===== src/rtl/core/transpose_ranking_list_defines.svh =====
// ----------------------------------------------------------------------------
// Assertion macros for the transpose ranking list
// Concurrent checks that can be compiled out by defining ASSERT_OFF.
// ----------------------------------------------------------------------------
`ifndef TRANSPOSE_RANKING_LIST_DEFINES_SVH
`define TRANSPOSE_RANKING_LIST_DEFINES_SVH

`ifndef ASSERT_OFF
// Same-cycle implication, checked on every rising edge outside reset.
`define TRL_ASSERT_IMPL(name, clk, rst_n, ante, cons) \
    name: assert property (@(posedge clk) disable iff (!rst_n) (ante) |-> (cons)) \
        else $error("trl: same-cycle implication violated");
// Next-cycle implication, checked on every rising edge outside reset.
`define TRL_ASSERT_NEXT(name, clk, rst_n, ante, cons) \
    name: assert property (@(posedge clk) disable iff (!rst_n) (ante) |=> (cons)) \
        else $error("trl: next-cycle implication violated");
`else
`define TRL_ASSERT_IMPL(name, clk, rst_n, ante, cons)
`define TRL_ASSERT_NEXT(name, clk, rst_n, ante, cons)
`endif

`endif


===== src/rtl/core/trl_pkg.sv =====
`timescale 1ns / 1ps
// ----------------------------------------------------------------------------
// Transpose ranking list package
// Shared widths, codes, state encoding and controller/datapath structs.
// ----------------------------------------------------------------------------
package trl_pkg;

    localparam int TRL_DEPTH     = 64;
    localparam int TRL_KEY_WIDTH = 32;

    localparam int OP_W     = 3;
    localparam int KEY_W    = 32;
    localparam int RANK_W   = 7;
    localparam int STATUS_W = 2;
    localparam int COUNT_W  = 7;
    localparam int KEY_EXT_W = 64;

    typedef enum logic [OP_W-1:0] {
        OP_APPEND   = 3'd0,
        OP_ADD      = 3'd1,
        OP_CONTAINS = 3'd2,
        OP_GET      = 3'd3,
        OP_DOWN     = 3'd4,
        OP_READ_TOP = 3'd5
    } t_trl_op;

    typedef enum logic [STATUS_W-1:0] {
        ST_OK   = 2'd0,
        ST_MISS = 2'd1,
        ST_FULL = 2'd2
    } t_trl_status_code;

    typedef enum logic [3:0] {
        S_IDLE,
        S_DISPATCH,
        S_APPEND,
        S_SEARCH,
        S_RD_HI,
        S_RD_LO,
        S_CAP_LO,
        S_WR_LO,
        S_WR_HI,
        S_RESULT,
        S_TOP_RD,
        S_TOP_EMIT
    } t_trl_state;

    typedef enum logic [1:0] {
        RD_NONE,
        RD_IDX,
        RD_P,
        RD_PM1
    } t_trl_rd_sel;

    typedef enum logic [1:0] {
        WR_NONE,
        WR_APPEND,
        WR_LO,
        WR_HI
    } t_trl_wr_sel;

    typedef enum logic {
        OUT_RESULT,
        OUT_TOP
    } t_trl_out_sel;

    typedef struct packed {
        logic             in_ld;
        logic             idx_clr;
        logic             idx_inc;
        t_trl_rd_sel      rd_sel;
        t_trl_wr_sel      wr_sel;
        logic             p_ld_rank;
        logic             hi_ld;
        logic             lo_ld;
        logic             swap_ld;
        logic             status_ld;
        t_trl_status_code status_val;
        logic             out_ld;
        t_trl_out_sel     out_sel;
    } t_trl_cmd;

    typedef struct packed {
        logic [OP_W-1:0] op;
        logic            count_zero;
        logic            count_full;
        logic            rank_bad;
        logic            rank_is_count;
        logic            top_zero;
        logic            top_last;
        logic            issue_done;
        logic            cmp_vld;
        logic            cmp_hit;
        logic            cmp_last;
        logic            pos_zero;
        logic            p_zero;
        logic            out_busy;
    } t_trl_sts;

endpackage


===== src/rtl/core/trl_in_if.sv =====
`timescale 1ns / 1ps
// ----------------------------------------------------------------------------
// Transpose ranking list request channel
// Valid/ready channel carrying one operation request per beat.
// ----------------------------------------------------------------------------
interface trl_in_if
    import trl_pkg::*;
();
    logic              valid;
    logic              ready;
    logic [OP_W-1:0]   operation;
    logic [KEY_W-1:0]  key;
    logic [RANK_W-1:0] rank;

    modport source (output valid, output operation, output key, output rank, input ready);
    modport sink   (input valid, input operation, input key, input rank, output ready);
endinterface


===== src/rtl/core/trl_out_if.sv =====
`timescale 1ns / 1ps
// ----------------------------------------------------------------------------
// Transpose ranking list result channel
// Valid/ready channel carrying one result beat.
// ----------------------------------------------------------------------------
interface trl_out_if
    import trl_pkg::*;
();
    logic                valid;
    logic                ready;
    logic [STATUS_W-1:0] status;
    logic [KEY_W-1:0]    key_out;
    logic [RANK_W-1:0]   rank_out;
    logic [COUNT_W-1:0]  entry_count;
    logic                last;

    modport source (output valid, output status, output key_out, output rank_out,
                    output entry_count, output last, input ready);
    modport sink   (input valid, input status, input key_out, input rank_out,
                    input entry_count, input last, output ready);
endinterface


===== src/rtl/core/trl_ctrl.sv =====
`timescale 1ns / 1ps
// ----------------------------------------------------------------------------
// Transpose ranking list controller
// Sequences search, swap, append and read-out steps over the datapath.
// ----------------------------------------------------------------------------
`include "transpose_ranking_list_defines.svh"

module trl_ctrl
    import trl_pkg::*;
(
    input  logic     i_clk,
    input  logic     i_rst_n,
    input  logic     i_in_valid,
    output logic     o_in_ready,
    input  t_trl_sts i_sts,
    output t_trl_cmd o_cmd
);

    t_trl_state r_state;
    t_trl_state n_state;

    always_ff @(posedge i_clk) begin
        if (!i_rst_n) begin
            r_state <= S_IDLE;
        end else begin
            r_state <= n_state;
        end
    end

    // Next state.
    always_comb begin
        n_state = r_state;
        case (r_state)
            S_IDLE: begin
                if (i_in_valid) begin
                    n_state = S_DISPATCH;
                end
            end
            S_DISPATCH: begin
                case (i_sts.op)
                    OP_APPEND: n_state = S_APPEND;
                    OP_ADD: begin
                        n_state = i_sts.count_zero ? S_APPEND : S_SEARCH;
                    end
                    OP_CONTAINS: begin
                        n_state = i_sts.count_zero ? S_RESULT : S_SEARCH;
                    end
                    OP_GET: begin
                        n_state = i_sts.rank_bad ? S_RESULT : S_RD_HI;
                    end
                    OP_DOWN: begin
                        n_state = (i_sts.rank_bad || i_sts.rank_is_count) ? S_RESULT : S_RD_HI;
                    end
                    OP_READ_TOP: begin
                        n_state = i_sts.top_zero ? S_RESULT : S_TOP_RD;
                    end
                    default: n_state = S_RESULT;
                endcase
            end
            S_APPEND: n_state = S_RESULT;
            S_SEARCH: begin
                if (i_sts.cmp_vld && i_sts.cmp_hit) begin
                    n_state = i_sts.pos_zero ? S_RESULT : S_WR_LO;
                end else if (i_sts.cmp_vld && i_sts.cmp_last) begin
                    n_state = (i_sts.op == OP_ADD) ? S_APPEND : S_RESULT;
                end
            end
            S_RD_HI: n_state = S_RD_LO;
            S_RD_LO: begin
                n_state = (i_sts.op == OP_GET && i_sts.p_zero) ? S_RESULT : S_CAP_LO;
            end
            S_CAP_LO: n_state = S_WR_LO;
            S_WR_LO:  n_state = S_WR_HI;
            S_WR_HI:  n_state = S_RESULT;
            S_RESULT: begin
                if (!i_sts.out_busy) begin
                    n_state = S_IDLE;
                end
            end
            S_TOP_RD: n_state = S_TOP_EMIT;
            S_TOP_EMIT: begin
                if (!i_sts.out_busy) begin
                    n_state = i_sts.top_last ? S_IDLE : S_TOP_RD;
                end
            end
            default: n_state = S_IDLE;
        endcase
    end

    // Commands.
    always_comb begin
        o_cmd      = '0;
        o_in_ready = 1'b0;
        case (r_state)
            S_IDLE: begin
                o_in_ready   = 1'b1;
                o_cmd.in_ld  = i_in_valid;
            end
            S_DISPATCH: begin
                o_cmd.idx_clr = 1'b1;
                case (i_sts.op)
                    OP_APPEND: ;
                    OP_ADD: ;
                    OP_CONTAINS: begin
                        if (i_sts.count_zero) begin
                            o_cmd.status_ld  = 1'b1;
                            o_cmd.status_val = ST_MISS;
                        end
                    end
                    OP_GET: begin
                        if (i_sts.rank_bad) begin
                            o_cmd.status_ld  = 1'b1;
                            o_cmd.status_val = ST_MISS;
                        end else begin
                            o_cmd.p_ld_rank = 1'b1;
                        end
                    end
                    OP_DOWN: begin
                        if (i_sts.rank_bad) begin
                            o_cmd.status_ld  = 1'b1;
                            o_cmd.status_val = ST_MISS;
                        end else if (i_sts.rank_is_count) begin
                            o_cmd.status_ld  = 1'b1;
                            o_cmd.status_val = ST_OK;
                        end else begin
                            o_cmd.p_ld_rank = 1'b1;
                        end
                    end
                    OP_READ_TOP: begin
                        if (i_sts.top_zero) begin
                            o_cmd.status_ld  = 1'b1;
                            o_cmd.status_val = ST_MISS;
                        end
                    end
                    default: begin
                        o_cmd.status_ld  = 1'b1;
                        o_cmd.status_val = ST_MISS;
                    end
                endcase
            end
            S_APPEND: begin
                o_cmd.status_ld = 1'b1;
                if (i_sts.count_full) begin
                    o_cmd.status_val = ST_FULL;
                end else begin
                    o_cmd.status_val = ST_OK;
                    o_cmd.wr_sel     = WR_APPEND;
                end
            end
            S_SEARCH: begin
                if (!i_sts.issue_done) begin
                    o_cmd.rd_sel  = RD_IDX;
                    o_cmd.idx_inc = 1'b1;
                end
                if (i_sts.cmp_vld && i_sts.cmp_hit) begin
                    if (i_sts.pos_zero) begin
                        o_cmd.status_ld  = 1'b1;
                        o_cmd.status_val = ST_OK;
                    end else begin
                        o_cmd.swap_ld = 1'b1;
                    end
                end else if (i_sts.cmp_vld && i_sts.cmp_last && i_sts.op != OP_ADD) begin
                    o_cmd.status_ld  = 1'b1;
                    o_cmd.status_val = ST_MISS;
                end
            end
            S_RD_HI: o_cmd.rd_sel = RD_P;
            S_RD_LO: begin
                o_cmd.hi_ld = 1'b1;
                if (i_sts.op == OP_GET && i_sts.p_zero) begin
                    o_cmd.status_ld  = 1'b1;
                    o_cmd.status_val = ST_OK;
                end else begin
                    o_cmd.rd_sel = RD_PM1;
                end
            end
            S_CAP_LO: o_cmd.lo_ld = 1'b1;
            S_WR_LO:  o_cmd.wr_sel = WR_LO;
            S_WR_HI: begin
                o_cmd.wr_sel     = WR_HI;
                o_cmd.status_ld  = 1'b1;
                o_cmd.status_val = ST_OK;
            end
            S_RESULT: begin
                o_cmd.out_sel = OUT_RESULT;
                o_cmd.out_ld  = !i_sts.out_busy;
            end
            S_TOP_RD: o_cmd.rd_sel = RD_IDX;
            S_TOP_EMIT: begin
                o_cmd.out_sel = OUT_TOP;
                o_cmd.out_ld  = !i_sts.out_busy;
                o_cmd.idx_inc = !i_sts.out_busy;
            end
            default: ;
        endcase
    end

    // A request taken in idle is always decoded in the following cycle.
    `TRL_ASSERT_NEXT(a_accept_dispatch, i_clk, i_rst_n, i_in_valid && o_in_ready, r_state == S_DISPATCH)
    // The result register is never overwritten while a beat still waits in it.
    `TRL_ASSERT_IMPL(a_out_no_overrun, i_clk, i_rst_n, o_cmd.out_ld, !i_sts.out_busy)

endmodule


===== src/rtl/core/trl_dp.sv =====
`timescale 1ns / 1ps
// ----------------------------------------------------------------------------
// Transpose ranking list datapath
// Key store, entry count, scan counter, swap holding registers and result register.
// ----------------------------------------------------------------------------
`include "transpose_ranking_list_defines.svh"

module trl_dp
    import trl_pkg::*;
#(
    parameter int DEPTH     = TRL_DEPTH,
    parameter int KEY_WIDTH = TRL_KEY_WIDTH
) (
    input  logic                i_clk,
    input  logic                i_rst_n,
    input  t_trl_cmd            i_cmd,
    output t_trl_sts            o_sts,
    input  logic [OP_W-1:0]     i_operation,
    input  logic [KEY_W-1:0]    i_key,
    input  logic [RANK_W-1:0]   i_rank,
    input  logic                i_out_ready,
    output logic                o_out_valid,
    output logic [STATUS_W-1:0] o_status,
    output logic [KEY_W-1:0]    o_key_out,
    output logic [RANK_W-1:0]   o_rank_out,
    output logic [COUNT_W-1:0]  o_entry_count,
    output logic                o_last
);

    localparam int AW = $clog2(DEPTH);
    localparam int CW = $clog2(DEPTH + 1);
    localparam int XW = (CW > RANK_W) ? CW : RANK_W;

    logic [KEY_WIDTH-1:0] r_mem [DEPTH];

    logic [OP_W-1:0]      r_op;
    logic [KEY_WIDTH-1:0] r_key;
    logic [RANK_W-1:0]    r_rank;
    logic [CW-1:0]        r_count;
    logic [CW-1:0]        r_idx;
    logic                 r_cmp_vld;
    logic [AW-1:0]        r_cmp_idx;
    logic [KEY_WIDTH-1:0] r_prev;
    logic [KEY_WIDTH-1:0] r_hi;
    logic [KEY_WIDTH-1:0] r_lo;
    logic [KEY_WIDTH-1:0] r_rd_data;
    logic [AW-1:0]        r_p;
    t_trl_status_code     r_status;

    logic                r_out_vld;
    logic [STATUS_W-1:0] r_out_status;
    logic [KEY_W-1:0]    r_out_key;
    logic [RANK_W-1:0]   r_out_rank;
    logic [COUNT_W-1:0]  r_out_count;
    logic                r_out_last;

    logic [KEY_EXT_W-1:0] key_in_ext;
    logic [KEY_WIDTH-1:0] key_in_fit;
    logic [KEY_EXT_W-1:0] hi_ext;
    logic [KEY_EXT_W-1:0] rd_ext;
    logic [XW-1:0]        rank_x;
    logic [XW-1:0]        count_x;
    logic [XW-1:0]        idx_x;
    logic [XW-1:0]        idx_next_x;
    logic [XW-1:0]        top_n;
    logic [XW-1:0]        p_src;
    logic [CW-1:0]        cmp_idx_c;
    logic                 rd_en;
    logic [AW-1:0]        rd_addr;
    logic                 wr_en;
    logic [AW-1:0]        wr_addr;
    logic [KEY_WIDTH-1:0] wr_data;
    logic                 top_last;

    // Width adaptation between the fixed port fields and the stored key width.
    always_comb begin
        key_in_ext               = '0;
        key_in_ext[KEY_W-1:0]    = i_key;
        key_in_fit               = key_in_ext[KEY_WIDTH-1:0];
        hi_ext                   = '0;
        hi_ext[KEY_WIDTH-1:0]    = r_hi;
        rd_ext                   = '0;
        rd_ext[KEY_WIDTH-1:0]    = r_rd_data;
        rank_x                   = '0;
        rank_x[RANK_W-1:0]       = r_rank;
        count_x                  = '0;
        count_x[CW-1:0]          = r_count;
        idx_x                    = '0;
        idx_x[CW-1:0]            = r_idx;
    end

    assign idx_next_x = XW'(idx_x + XW'(1));
    assign top_n      = (rank_x < count_x) ? rank_x : count_x;
    assign top_last   = (idx_next_x == top_n);
    assign cmp_idx_c  = CW'(r_cmp_idx);
    assign p_src      = (r_op == OP_GET) ? XW'(rank_x - XW'(1)) : rank_x;

    always_comb begin
        o_sts               = '0;
        o_sts.op            = r_op;
        o_sts.count_zero    = (r_count == '0);
        o_sts.count_full    = (r_count == CW'(DEPTH));
        o_sts.rank_bad      = (rank_x == '0) || (rank_x > count_x);
        o_sts.rank_is_count = (rank_x == count_x);
        o_sts.top_zero      = (top_n == '0);
        o_sts.top_last      = top_last;
        o_sts.issue_done    = (r_idx == r_count);
        o_sts.cmp_vld       = r_cmp_vld;
        o_sts.cmp_hit       = (r_rd_data == r_key);
        o_sts.cmp_last      = (CW'(cmp_idx_c + CW'(1)) == r_count);
        o_sts.pos_zero      = (r_cmp_idx == '0);
        o_sts.p_zero        = (r_p == '0);
        o_sts.out_busy      = r_out_vld && !i_out_ready;
    end

    // Key store ports: one registered read and one write per cycle.
    always_comb begin
        rd_en   = 1'b1;
        rd_addr = r_idx[AW-1:0];
        case (i_cmd.rd_sel)
            RD_IDX:  rd_addr = r_idx[AW-1:0];
            RD_P:    rd_addr = r_p;
            RD_PM1:  rd_addr = AW'(r_p - AW'(1));
            default: rd_en   = 1'b0;
        endcase
    end

    always_comb begin
        wr_en   = 1'b1;
        wr_addr = r_count[AW-1:0];
        wr_data = r_key;
        case (i_cmd.wr_sel)
            WR_APPEND: begin
                wr_addr = r_count[AW-1:0];
                wr_data = r_key;
            end
            WR_LO: begin
                wr_addr = AW'(r_p - AW'(1));
                wr_data = r_hi;
            end
            WR_HI: begin
                wr_addr = r_p;
                wr_data = r_lo;
            end
            default: wr_en = 1'b0;
        endcase
    end

    always_ff @(posedge i_clk) begin
        if (wr_en) begin
            r_mem[wr_addr] <= wr_data;
        end
        if (rd_en) begin
            r_rd_data <= r_mem[rd_addr];
        end
    end

    // Control registers.
    always_ff @(posedge i_clk) begin
        if (!i_rst_n) begin
            r_count   <= '0;
            r_idx     <= '0;
            r_cmp_vld <= 1'b0;
            r_out_vld <= 1'b0;
            r_status  <= ST_OK;
        end else begin
            if (i_cmd.wr_sel == WR_APPEND) begin
                r_count <= CW'(r_count + CW'(1));
            end
            if (i_cmd.idx_clr) begin
                r_idx <= '0;
            end else if (i_cmd.idx_inc) begin
                r_idx <= CW'(r_idx + CW'(1));
            end
            r_cmp_vld <= (i_cmd.rd_sel == RD_IDX) && !i_cmd.idx_clr;
            if (i_cmd.status_ld) begin
                r_status <= i_cmd.status_val;
            end
            if (i_cmd.out_ld) begin
                r_out_vld <= 1'b1;
            end else if (i_out_ready) begin
                r_out_vld <= 1'b0;
            end
        end
    end

    // Payload registers.
    always_ff @(posedge i_clk) begin
        if (i_cmd.in_ld) begin
            r_op   <= i_operation;
            r_key  <= key_in_fit;
            r_rank <= i_rank;
        end
        if (i_cmd.rd_sel == RD_IDX) begin
            r_cmp_idx <= r_idx[AW-1:0];
        end
        if (r_cmp_vld) begin
            r_prev <= r_rd_data;
        end
        if (i_cmd.p_ld_rank) begin
            r_p <= p_src[AW-1:0];
        end else if (i_cmd.swap_ld) begin
            r_p <= r_cmp_idx;
        end
        if (i_cmd.hi_ld) begin
            r_hi <= r_rd_data;
        end else if (i_cmd.swap_ld) begin
            r_hi <= r_rd_data;
        end
        if (i_cmd.lo_ld) begin
            r_lo <= r_rd_data;
        end else if (i_cmd.swap_ld) begin
            r_lo <= r_prev;
        end
        if (i_cmd.out_ld) begin
            r_out_count <= count_x[COUNT_W-1:0];
            case (i_cmd.out_sel)
                OUT_TOP: begin
                    r_out_status <= ST_OK;
                    r_out_key    <= rd_ext[KEY_W-1:0];
                    r_out_rank   <= idx_next_x[RANK_W-1:0];
                    r_out_last   <= top_last;
                end
                default: begin
                    r_out_status <= r_status;
                    r_out_last   <= 1'b1;
                    if (r_op == OP_GET && r_status == ST_OK) begin
                        r_out_key  <= hi_ext[KEY_W-1:0];
                        r_out_rank <= r_rank;
                    end else begin
                        r_out_key  <= '0;
                        r_out_rank <= '0;
                    end
                end
            endcase
        end
    end

    assign o_out_valid   = r_out_vld;
    assign o_status      = r_out_status;
    assign o_key_out     = r_out_key;
    assign o_rank_out    = r_out_rank;
    assign o_entry_count = r_out_count;
    assign o_last        = r_out_last;

    // The entry count never passes the store depth.
    `TRL_ASSERT_IMPL(a_count_range, i_clk, i_rst_n, 1'b1, count_x <= XW'(DEPTH))
    // An append only writes when there is a free slot.
    `TRL_ASSERT_IMPL(a_append_room, i_clk, i_rst_n, i_cmd.wr_sel == WR_APPEND, r_count < CW'(DEPTH))

endmodule


===== src/rtl/core/transpose_ranking_list.sv =====
`timescale 1ns / 1ps
// ----------------------------------------------------------------------------
// Transpose ranking list
// Self-organising list of keys in rank order, with promotion by one place on
// every successful lookup.
// ----------------------------------------------------------------------------
// The block keeps up to DEPTH keys in rank order, rank 1 first. They sit in a
// key store with one write port and one registered read port. Every request
// beat produces exactly one result beat. The exception is read top, which
// produces one beat per key returned, with the last mark on the final one.
// The operations run as follows:
// - The search reads one entry per cycle. A miss answers contains, and add
//   then appends the key.
// - A key found at rank 1 is reported as it is; a key found further down is
//   first swapped with its neighbour.
// - Get by rank and down by rank read both neighbours and write them back.
//   Get at rank 1 reads only that one entry.
// - A request that fails its rank check goes straight to its result, as
//   do a down at the last rank, a contains on an empty list and an unknown
//   operation.
// - Read top reads each key in turn and loads its beat before the next read.
// The pace of all of these is set by the single read port of the key store,
// which visits one entry per cycle. A loaded result beat that is still held
// up downstream stalls the block until it is taken. A new request can be
// taken in the cycle after the previous one has loaded its last result beat
// into the output register. So a result may still be waiting downstream
// while the next request is already under way. The store itself needs no
// clearing after reset: only entries below the current count are ever read.
// ----------------------------------------------------------------------------

module transpose_ranking_list
    import trl_pkg::*;
#(
    parameter int DEPTH     = TRL_DEPTH,
    parameter int KEY_WIDTH = TRL_KEY_WIDTH
) (
    input  logic       i_clk,
    input  logic       i_rst_n,
    trl_in_if.sink     i_in,
    trl_out_if.source  o_out
);

    // Controller and datapath talk only through these two structs.
    t_trl_cmd cmd;
    t_trl_sts sts;
    logic     in_ready;

    trl_ctrl u_ctrl (
        .i_clk      (i_clk),
        .i_rst_n    (i_rst_n),
        .i_in_valid (i_in.valid),
        .o_in_ready (in_ready),
        .i_sts      (sts),
        .o_cmd      (cmd)
    );

    trl_dp #(
        .DEPTH     (DEPTH),
        .KEY_WIDTH (KEY_WIDTH)
    ) u_dp (
        .i_clk         (i_clk),
        .i_rst_n       (i_rst_n),
        .i_cmd         (cmd),
        .o_sts         (sts),
        .i_operation   (i_in.operation),
        .i_key         (i_in.key),
        .i_rank        (i_in.rank),
        .i_out_ready   (o_out.ready),
        .o_out_valid   (o_out.valid),
        .o_status      (o_out.status),
        .o_key_out     (o_out.key_out),
        .o_rank_out    (o_out.rank_out),
        .o_entry_count (o_out.entry_count),
        .o_last        (o_out.last)
    );

    // The request channel is ready only while the controller waits in idle.
    assign i_in.ready = in_ready;

endmodule


===== src/flat_wrapper.sv =====
// flat-port wrapper written by rule: the top's interface ports become plain ports
module transpose_ranking_list_flat import trl_pkg::*;
#(
    parameter int DEPTH     = TRL_DEPTH,
    parameter int KEY_WIDTH = TRL_KEY_WIDTH
)
  (i_clk, i_rst_n, i_in_valid, i_in_operation, i_in_key, i_in_rank, i_in_ready, o_out_valid, o_out_status, o_out_key_out, o_out_rank_out, o_out_entry_count, o_out_last, o_out_ready);
  trl_in_if i_in_i ();
  trl_out_if o_out_i ();
  input  logic i_clk;
  input  logic i_rst_n;
  input wire logic [$bits(i_in_i.valid)-1:0] i_in_valid;
  input wire logic [$bits(i_in_i.operation)-1:0] i_in_operation;
  input wire logic [$bits(i_in_i.key)-1:0] i_in_key;
  input wire logic [$bits(i_in_i.rank)-1:0] i_in_rank;
  output wire logic [$bits(i_in_i.ready)-1:0] i_in_ready;
  output wire logic [$bits(o_out_i.valid)-1:0] o_out_valid;
  output wire logic [$bits(o_out_i.status)-1:0] o_out_status;
  output wire logic [$bits(o_out_i.key_out)-1:0] o_out_key_out;
  output wire logic [$bits(o_out_i.rank_out)-1:0] o_out_rank_out;
  output wire logic [$bits(o_out_i.entry_count)-1:0] o_out_entry_count;
  output wire logic [$bits(o_out_i.last)-1:0] o_out_last;
  input wire logic [$bits(o_out_i.ready)-1:0] o_out_ready;
  assign i_in_i.valid = i_in_valid;
  assign i_in_i.operation = i_in_operation;
  assign i_in_i.key = i_in_key;
  assign i_in_i.rank = i_in_rank;
  assign i_in_ready = i_in_i.ready;
  assign o_out_valid = o_out_i.valid;
  assign o_out_status = o_out_i.status;
  assign o_out_key_out = o_out_i.key_out;
  assign o_out_rank_out = o_out_i.rank_out;
  assign o_out_entry_count = o_out_i.entry_count;
  assign o_out_last = o_out_i.last;
  assign o_out_i.ready = o_out_ready;
  transpose_ranking_list #(.DEPTH(DEPTH), .KEY_WIDTH(KEY_WIDTH)) u_core (.i_clk(i_clk), .i_rst_n(i_rst_n), .i_in(i_in_i), .o_out(o_out_i));
endmodule

===== config.mk =====
export PLATFORM = sky130hd
export DESIGN_NAME = transpose_ranking_list_flat
export DESIGN_NICKNAME = d
export VERILOG_FILES = /design/src/rtl/core/trl_pkg.sv /design/src/rtl/core/trl_in_if.sv /design/src/rtl/core/trl_out_if.sv /design/src/rtl/core/trl_ctrl.sv /design/src/rtl/core/trl_dp.sv /design/src/rtl/core/transpose_ranking_list.sv /design/src/flat_wrapper.sv
export VERILOG_INCLUDE_DIRS = /design/src /design/src/rtl/core
export SDC_FILE = /design/constraint.sdc
export NUM_CORES = 2
export LEC_CHECK = 0
export ABC_AREA = 1
export ABC_CLOCK_PERIOD_IN_PS = 4800
export BUFFER_PORTS_ARGS = -buffer_cell sky130_fd_sc_hd__buf_2
export CAP_MARGIN = 40
export CELL_PAD_IN_SITES_DETAIL_PLACEMENT = 1
export CELL_PAD_IN_SITES_GLOBAL_PLACEMENT = 1
export CORE_MARGIN = 10
export CORE_UTILIZATION = 25
export DETAILED_ROUTE_END_ITERATION = 7
export GPL_TIMING_DRIVEN = 0
export PLACE_DENSITY_LB_ADDON = 0.05
export REMOVE_ABC_BUFFERS = 1
export SYNTH_ARGS = -nofsm -noshare
export SYNTH_HDL_FRONTEND = slang
export SYNTH_SLANG_ARGS = --single-unit

===== constraint.sdc =====
create_clock -name i_clk -period 4.8 [get_ports i_clk]
set_input_delay 0.24 -clock i_clk [delete_from_list [all_inputs] [get_ports i_clk]]
set_output_delay 0.24 -clock i_clk [all_outputs]
set_load 0.005 [all_outputs]

==> impl_summary.txt <==
----------------------------------------------------
[Outcome]
  Outcome ... complete, no violations

[Global route]
  Initial antenna violation count ... 26
  GRT Total Usage ... 19.3%
  Maximum number of pins on one net before global-route repair ... 112
  Global-route wire length before repair ... 590000 um
  GRT overflow ... 0
  Vias in the first global route ... 71900

[Synth]
  Post-synth ARST share ... 0%
  Number of synthesized flops with an enable pin ... between 2000 and 2500
  Instance count of the mapped netlist ... 9012
  Count of yosys warnings during synthesis ... 0
  Number of library cell types mapped by synthesis ... 44
  Post-Syn Area ... 101000 um^2
  Average footprint of a synthesized cell ... 11.2 um^2
  Top FF cell, synth ... edfxtp_1
  Sequential share of the synthesized area ... 68.4%
  #FFs+latches synth ... 2301

[Detailed routing]
  Via density per instance ... 4.70
  DR pass1 iterations ... 5
  Iter 0 DRT Violations ... between 4000 and 5000
  Total length of routed wires ... ~430000 um
  Drt drc ... 0
  Routed WL per cell ... between 20 and 30 um
  Final ANT Viol Nets ... 0
  Via total after detailed routing ... about 70000

[STA]
  Highest attainable clock frequency ... 215 MHz
  Worst clock skew on the final layout ... 0.0289 ns
  Slew Limit Fails ... 0
  Fin. Hold Viols ... 0
  Max_slew headroom ... 34.2%
  Worst-margin pin slew ... 0.987 ns
  Count of endpoints failing setup in the final report ... 0
  Share of the cycle needed by the critical path after routing ... 96.8%
  Final worst path period need ... 4.65 ns
  Fin worst setup slack ... 0.153 ns
  Worst hold slack after final layout ... 0.109 ns
  Setup repair after global routing missed its margin ... true

[Worst setup path]
  Endpoint arrival time on the critical path ... around 5.3 ns
  Slowest cell delay on critical path ... about 0.44 ns
  Slowest cell on crit path ... edfxtp_1
  Required @ worst endpoint ... approximately 5.5 ns
  Type of the worst setup path ... reg -> reg
  Nature of the critical path startpoint ... flip-flop
  Internal reg-to-reg setup slack ... 0.15 ns
  CP Max Fanout ... 39
  Bufs and invs on worst path ... 8
  Crit-path cells ... inv_2, ha_1, nand2_1, nor2_1, nand3_2, nand2_8, nand2_2, nor2_1, nor2_4, buf_12, buf_16, buf_12, buf_12, buf_16, inv_16, buf_16, nand3_1, nand3_1, nand3_2, nand3_2, nand2_1
  Category of the worst setup path capture point ... flip-flop
  Worst path top cell family by delay ... simple AND/OR/NAND/NOR gates

[Clock tree]
  Clock tree from TritonCTS ... done
  Maximum number of buffers from clock root to sink ... 4
  CTS H-tree depth ... 5
  Clock transition at the register clock pins on the worst setup and hold paths after CTS ... approximately 0.060 ns
  Source-to-sink clock delay at the later pin of the worst-skew pair ... 0.91 ns
  Clock buffer count from CTS ... 290
  Number of sinks handled by clock tree synthesis ... 2301
  Clock tree root driver cell ... clkbuf_16

[Die]
  I/O pins ... 97
  DIE AREA ... 429000 um^2
  Die height ... ~650 um
  Effective utilization at floorplan ... 25.2%
  Chip width ... 655 um
  Total core area ... 400000 um^2
  Count of standard-cell rows ... about 230

[Placed design]
  Post-DP HPWL ... 263000 um
  Count of buffers inserted at the top-level ports ... 96
  DP Worst Slack ... -3.23 ns
  Global placer's final weighted congestion ... 0.749

[Power]
  Worst supply voltage drop on vdd ... 263 uV
  Leak Pwr ... 48.5 nW
  Pwr per Cell Area ... about 440 nW/um^2

[Finish]
  Most frequent standard cell in the layout excluding fill and tap cells ... edfxtp_1
  Layout cells sized above 1 ... 13.1%
  Number of fill cells in the layout ... 43100
  Most frequent cells in the layout ... edfxtp_1, nand2_1, nand3_1, inv_1, nand3b_1
  Count of nets after finishing ... 9535
  Layout overhead on the synthesized area ... 26.7%

[Worst hold path]
  Path type of the worst min-delay path ... in -> reg

[Job]
  Max Cap Viol ... 0

----------------------------------------------------
==> kinds of logic (layout without fill, tap and decap cells) <==
logic type	Yosys count	count (layout)	share of synthesized area, %
xor+xnor	24	24	0.209
compound gates	231	231	1.52
flops	2301	2301	68.4
buf+inv	1688	2362	6.98
other cells	0	6	0
simple gates	4752	4760	22.7
fa+ha+maj	16	16	0.199
==> through the flow <==
| stage | TNS [ns] | power (mW) | cells | area [um^2] | utilization [%] |
|---|---|---|---|---|---|
| after floorplan | -399.18 | 28.7 | 8456 | 97900 | - |
| after global placement | - | 34.5 | 13800 | 105000 | 26.2 |
| after detailed placement | -383.30 | 35.3 | 14200 | 115000 | 28.6 |
| after CTS | 0 | 57.6 | 14900 | 127000 | 31.7 |
| after global routing | -3.95 | 58.8 | 15000 | 128000 | 31.9 |
| final | 0 | 56.6 | 15000 | 128000 | 31.9 |
==> cells in the mapped netlist (all sizes together) (2+ instances only) <==
library cell	number	share of area, %
edfxtp	2279	68
nand2	2026	7.6
nand3	1821	9.1
inv	1131	4.2
nand3b	675	5.0
buf	454	2.4
nor2	190	0.75
clkbuf	102	0.38
o211ai	69	0.51
o21ai	57	0.28
o22ai	40	0.25
o221ai	28	0.24
a21oi	22	0.11
dfxtp	22	0.44
nand4	20	0.12
ha	16	0.20
nor3	16	0.084
xor2	13	0.11
xnor2	11	0.096
a211oi	6	0.045
a221oi	3	0.032
a21boi	2	0.015
and3	2	0.012
==> final cells by class <==
type / instances / area [um^2] / area share [%]
timing repair inverter: 3 / 28.8 / 0.0226
tap: 5265 / 6590 / 5.17
clock buffer: 398 / 7990 / 6.27
multi-input combinational: 5031 / 26900 / 21.1
timing repair buffer: 714 / 11900 / 9.32
antenna: 6 / 15.0 / 0.0118
clock inverter: 115 / 898 / 0.704
sequential: 2301 / 68900 / 54.0
inverter: 1132 / 4300 / 3.37
==> flip-flops by register name, indices dropped and copies added (netlist names), 3 cells and up <==
| name | cells |
|---|---|
| u_core.u_dp.r_lo | 32 |
| u_core.u_dp.r_key | 32 |
| u_core.u_dp.r_rd_data | 32 |
| u_core.u_dp.r_mem | 2048 |
| u_core.u_dp.r_p | 6 |
| u_core.u_dp.r_op | 3 |
| u_core.u_dp.o_key_out | 32 |
| u_core.u_dp.o_entry_count | 7 |
| u_core.u_ctrl.r_state | 4 |
| u_core.u_dp.o_rank_out | 7 |
| u_core.u_dp.r_rank | 7 |
| u_core.u_dp.r_prev | 32 |
| u_core.u_dp.idx_x | 7 |
| u_core.u_dp.count_x | 7 |
| u_core.u_dp.r_hi | 32 |
| u_core.u_dp.r_cmp_idx | 6 |
==> worst paths after layout <==
kind                                                 from                        end  cells past startpoint
worst min-delay path                         i_in_key[13]      u_core.u_dp.r_key[13]                      2
worst max register to register         u_core.u_dp.r_p[1]  u_core.u_dp.r_rd_data[30]                     21
worst max-delay path                   u_core.u_dp.r_p[1]  u_core.u_dp.r_rd_data[30]                     21
worst min register to register  u_core.u_dp.r_rd_data[18]     u_core.u_dp.r_prev[18]                      0
==> power by group <==
| part | switching, mW | leakage, nW | internal (mW) |
|---|---|---|---|
| clock | 8.83 | 4.33 | 12.3 |
| combinational | 7.87 | 23.5 | 3.32 |
| sequential | 0.186 | 20.7 | 24.0 |
==> per-layer routing <==
layer / GRT usage, % / vias to the layer above / part of all wire (%)
met5: 0 / - / 0
met1: 26.1 / 36700 / 45
met4: 4.71 / 0 / 2.6
met3: 1.76 / 447 / 3.0
met2: 33.4 / 1145 / 49
li1: - / 32000 / -
==> timing repair <==
| action | in CTS | in global routing |
|---|---|---|
| buffers inserted | 60 | 28 |
| gates resized for setup | 182 | 19 |
| endpoints found under the setup margin | 1056 | 476 |
| hold buffers | 79 | 0 |
| pin swaps | 44 | 19 |
| endpoints found under the hold margin | 79 | 0 |
| gates cloned | 44 | 3 |
(Power assumes the default switching activity.)
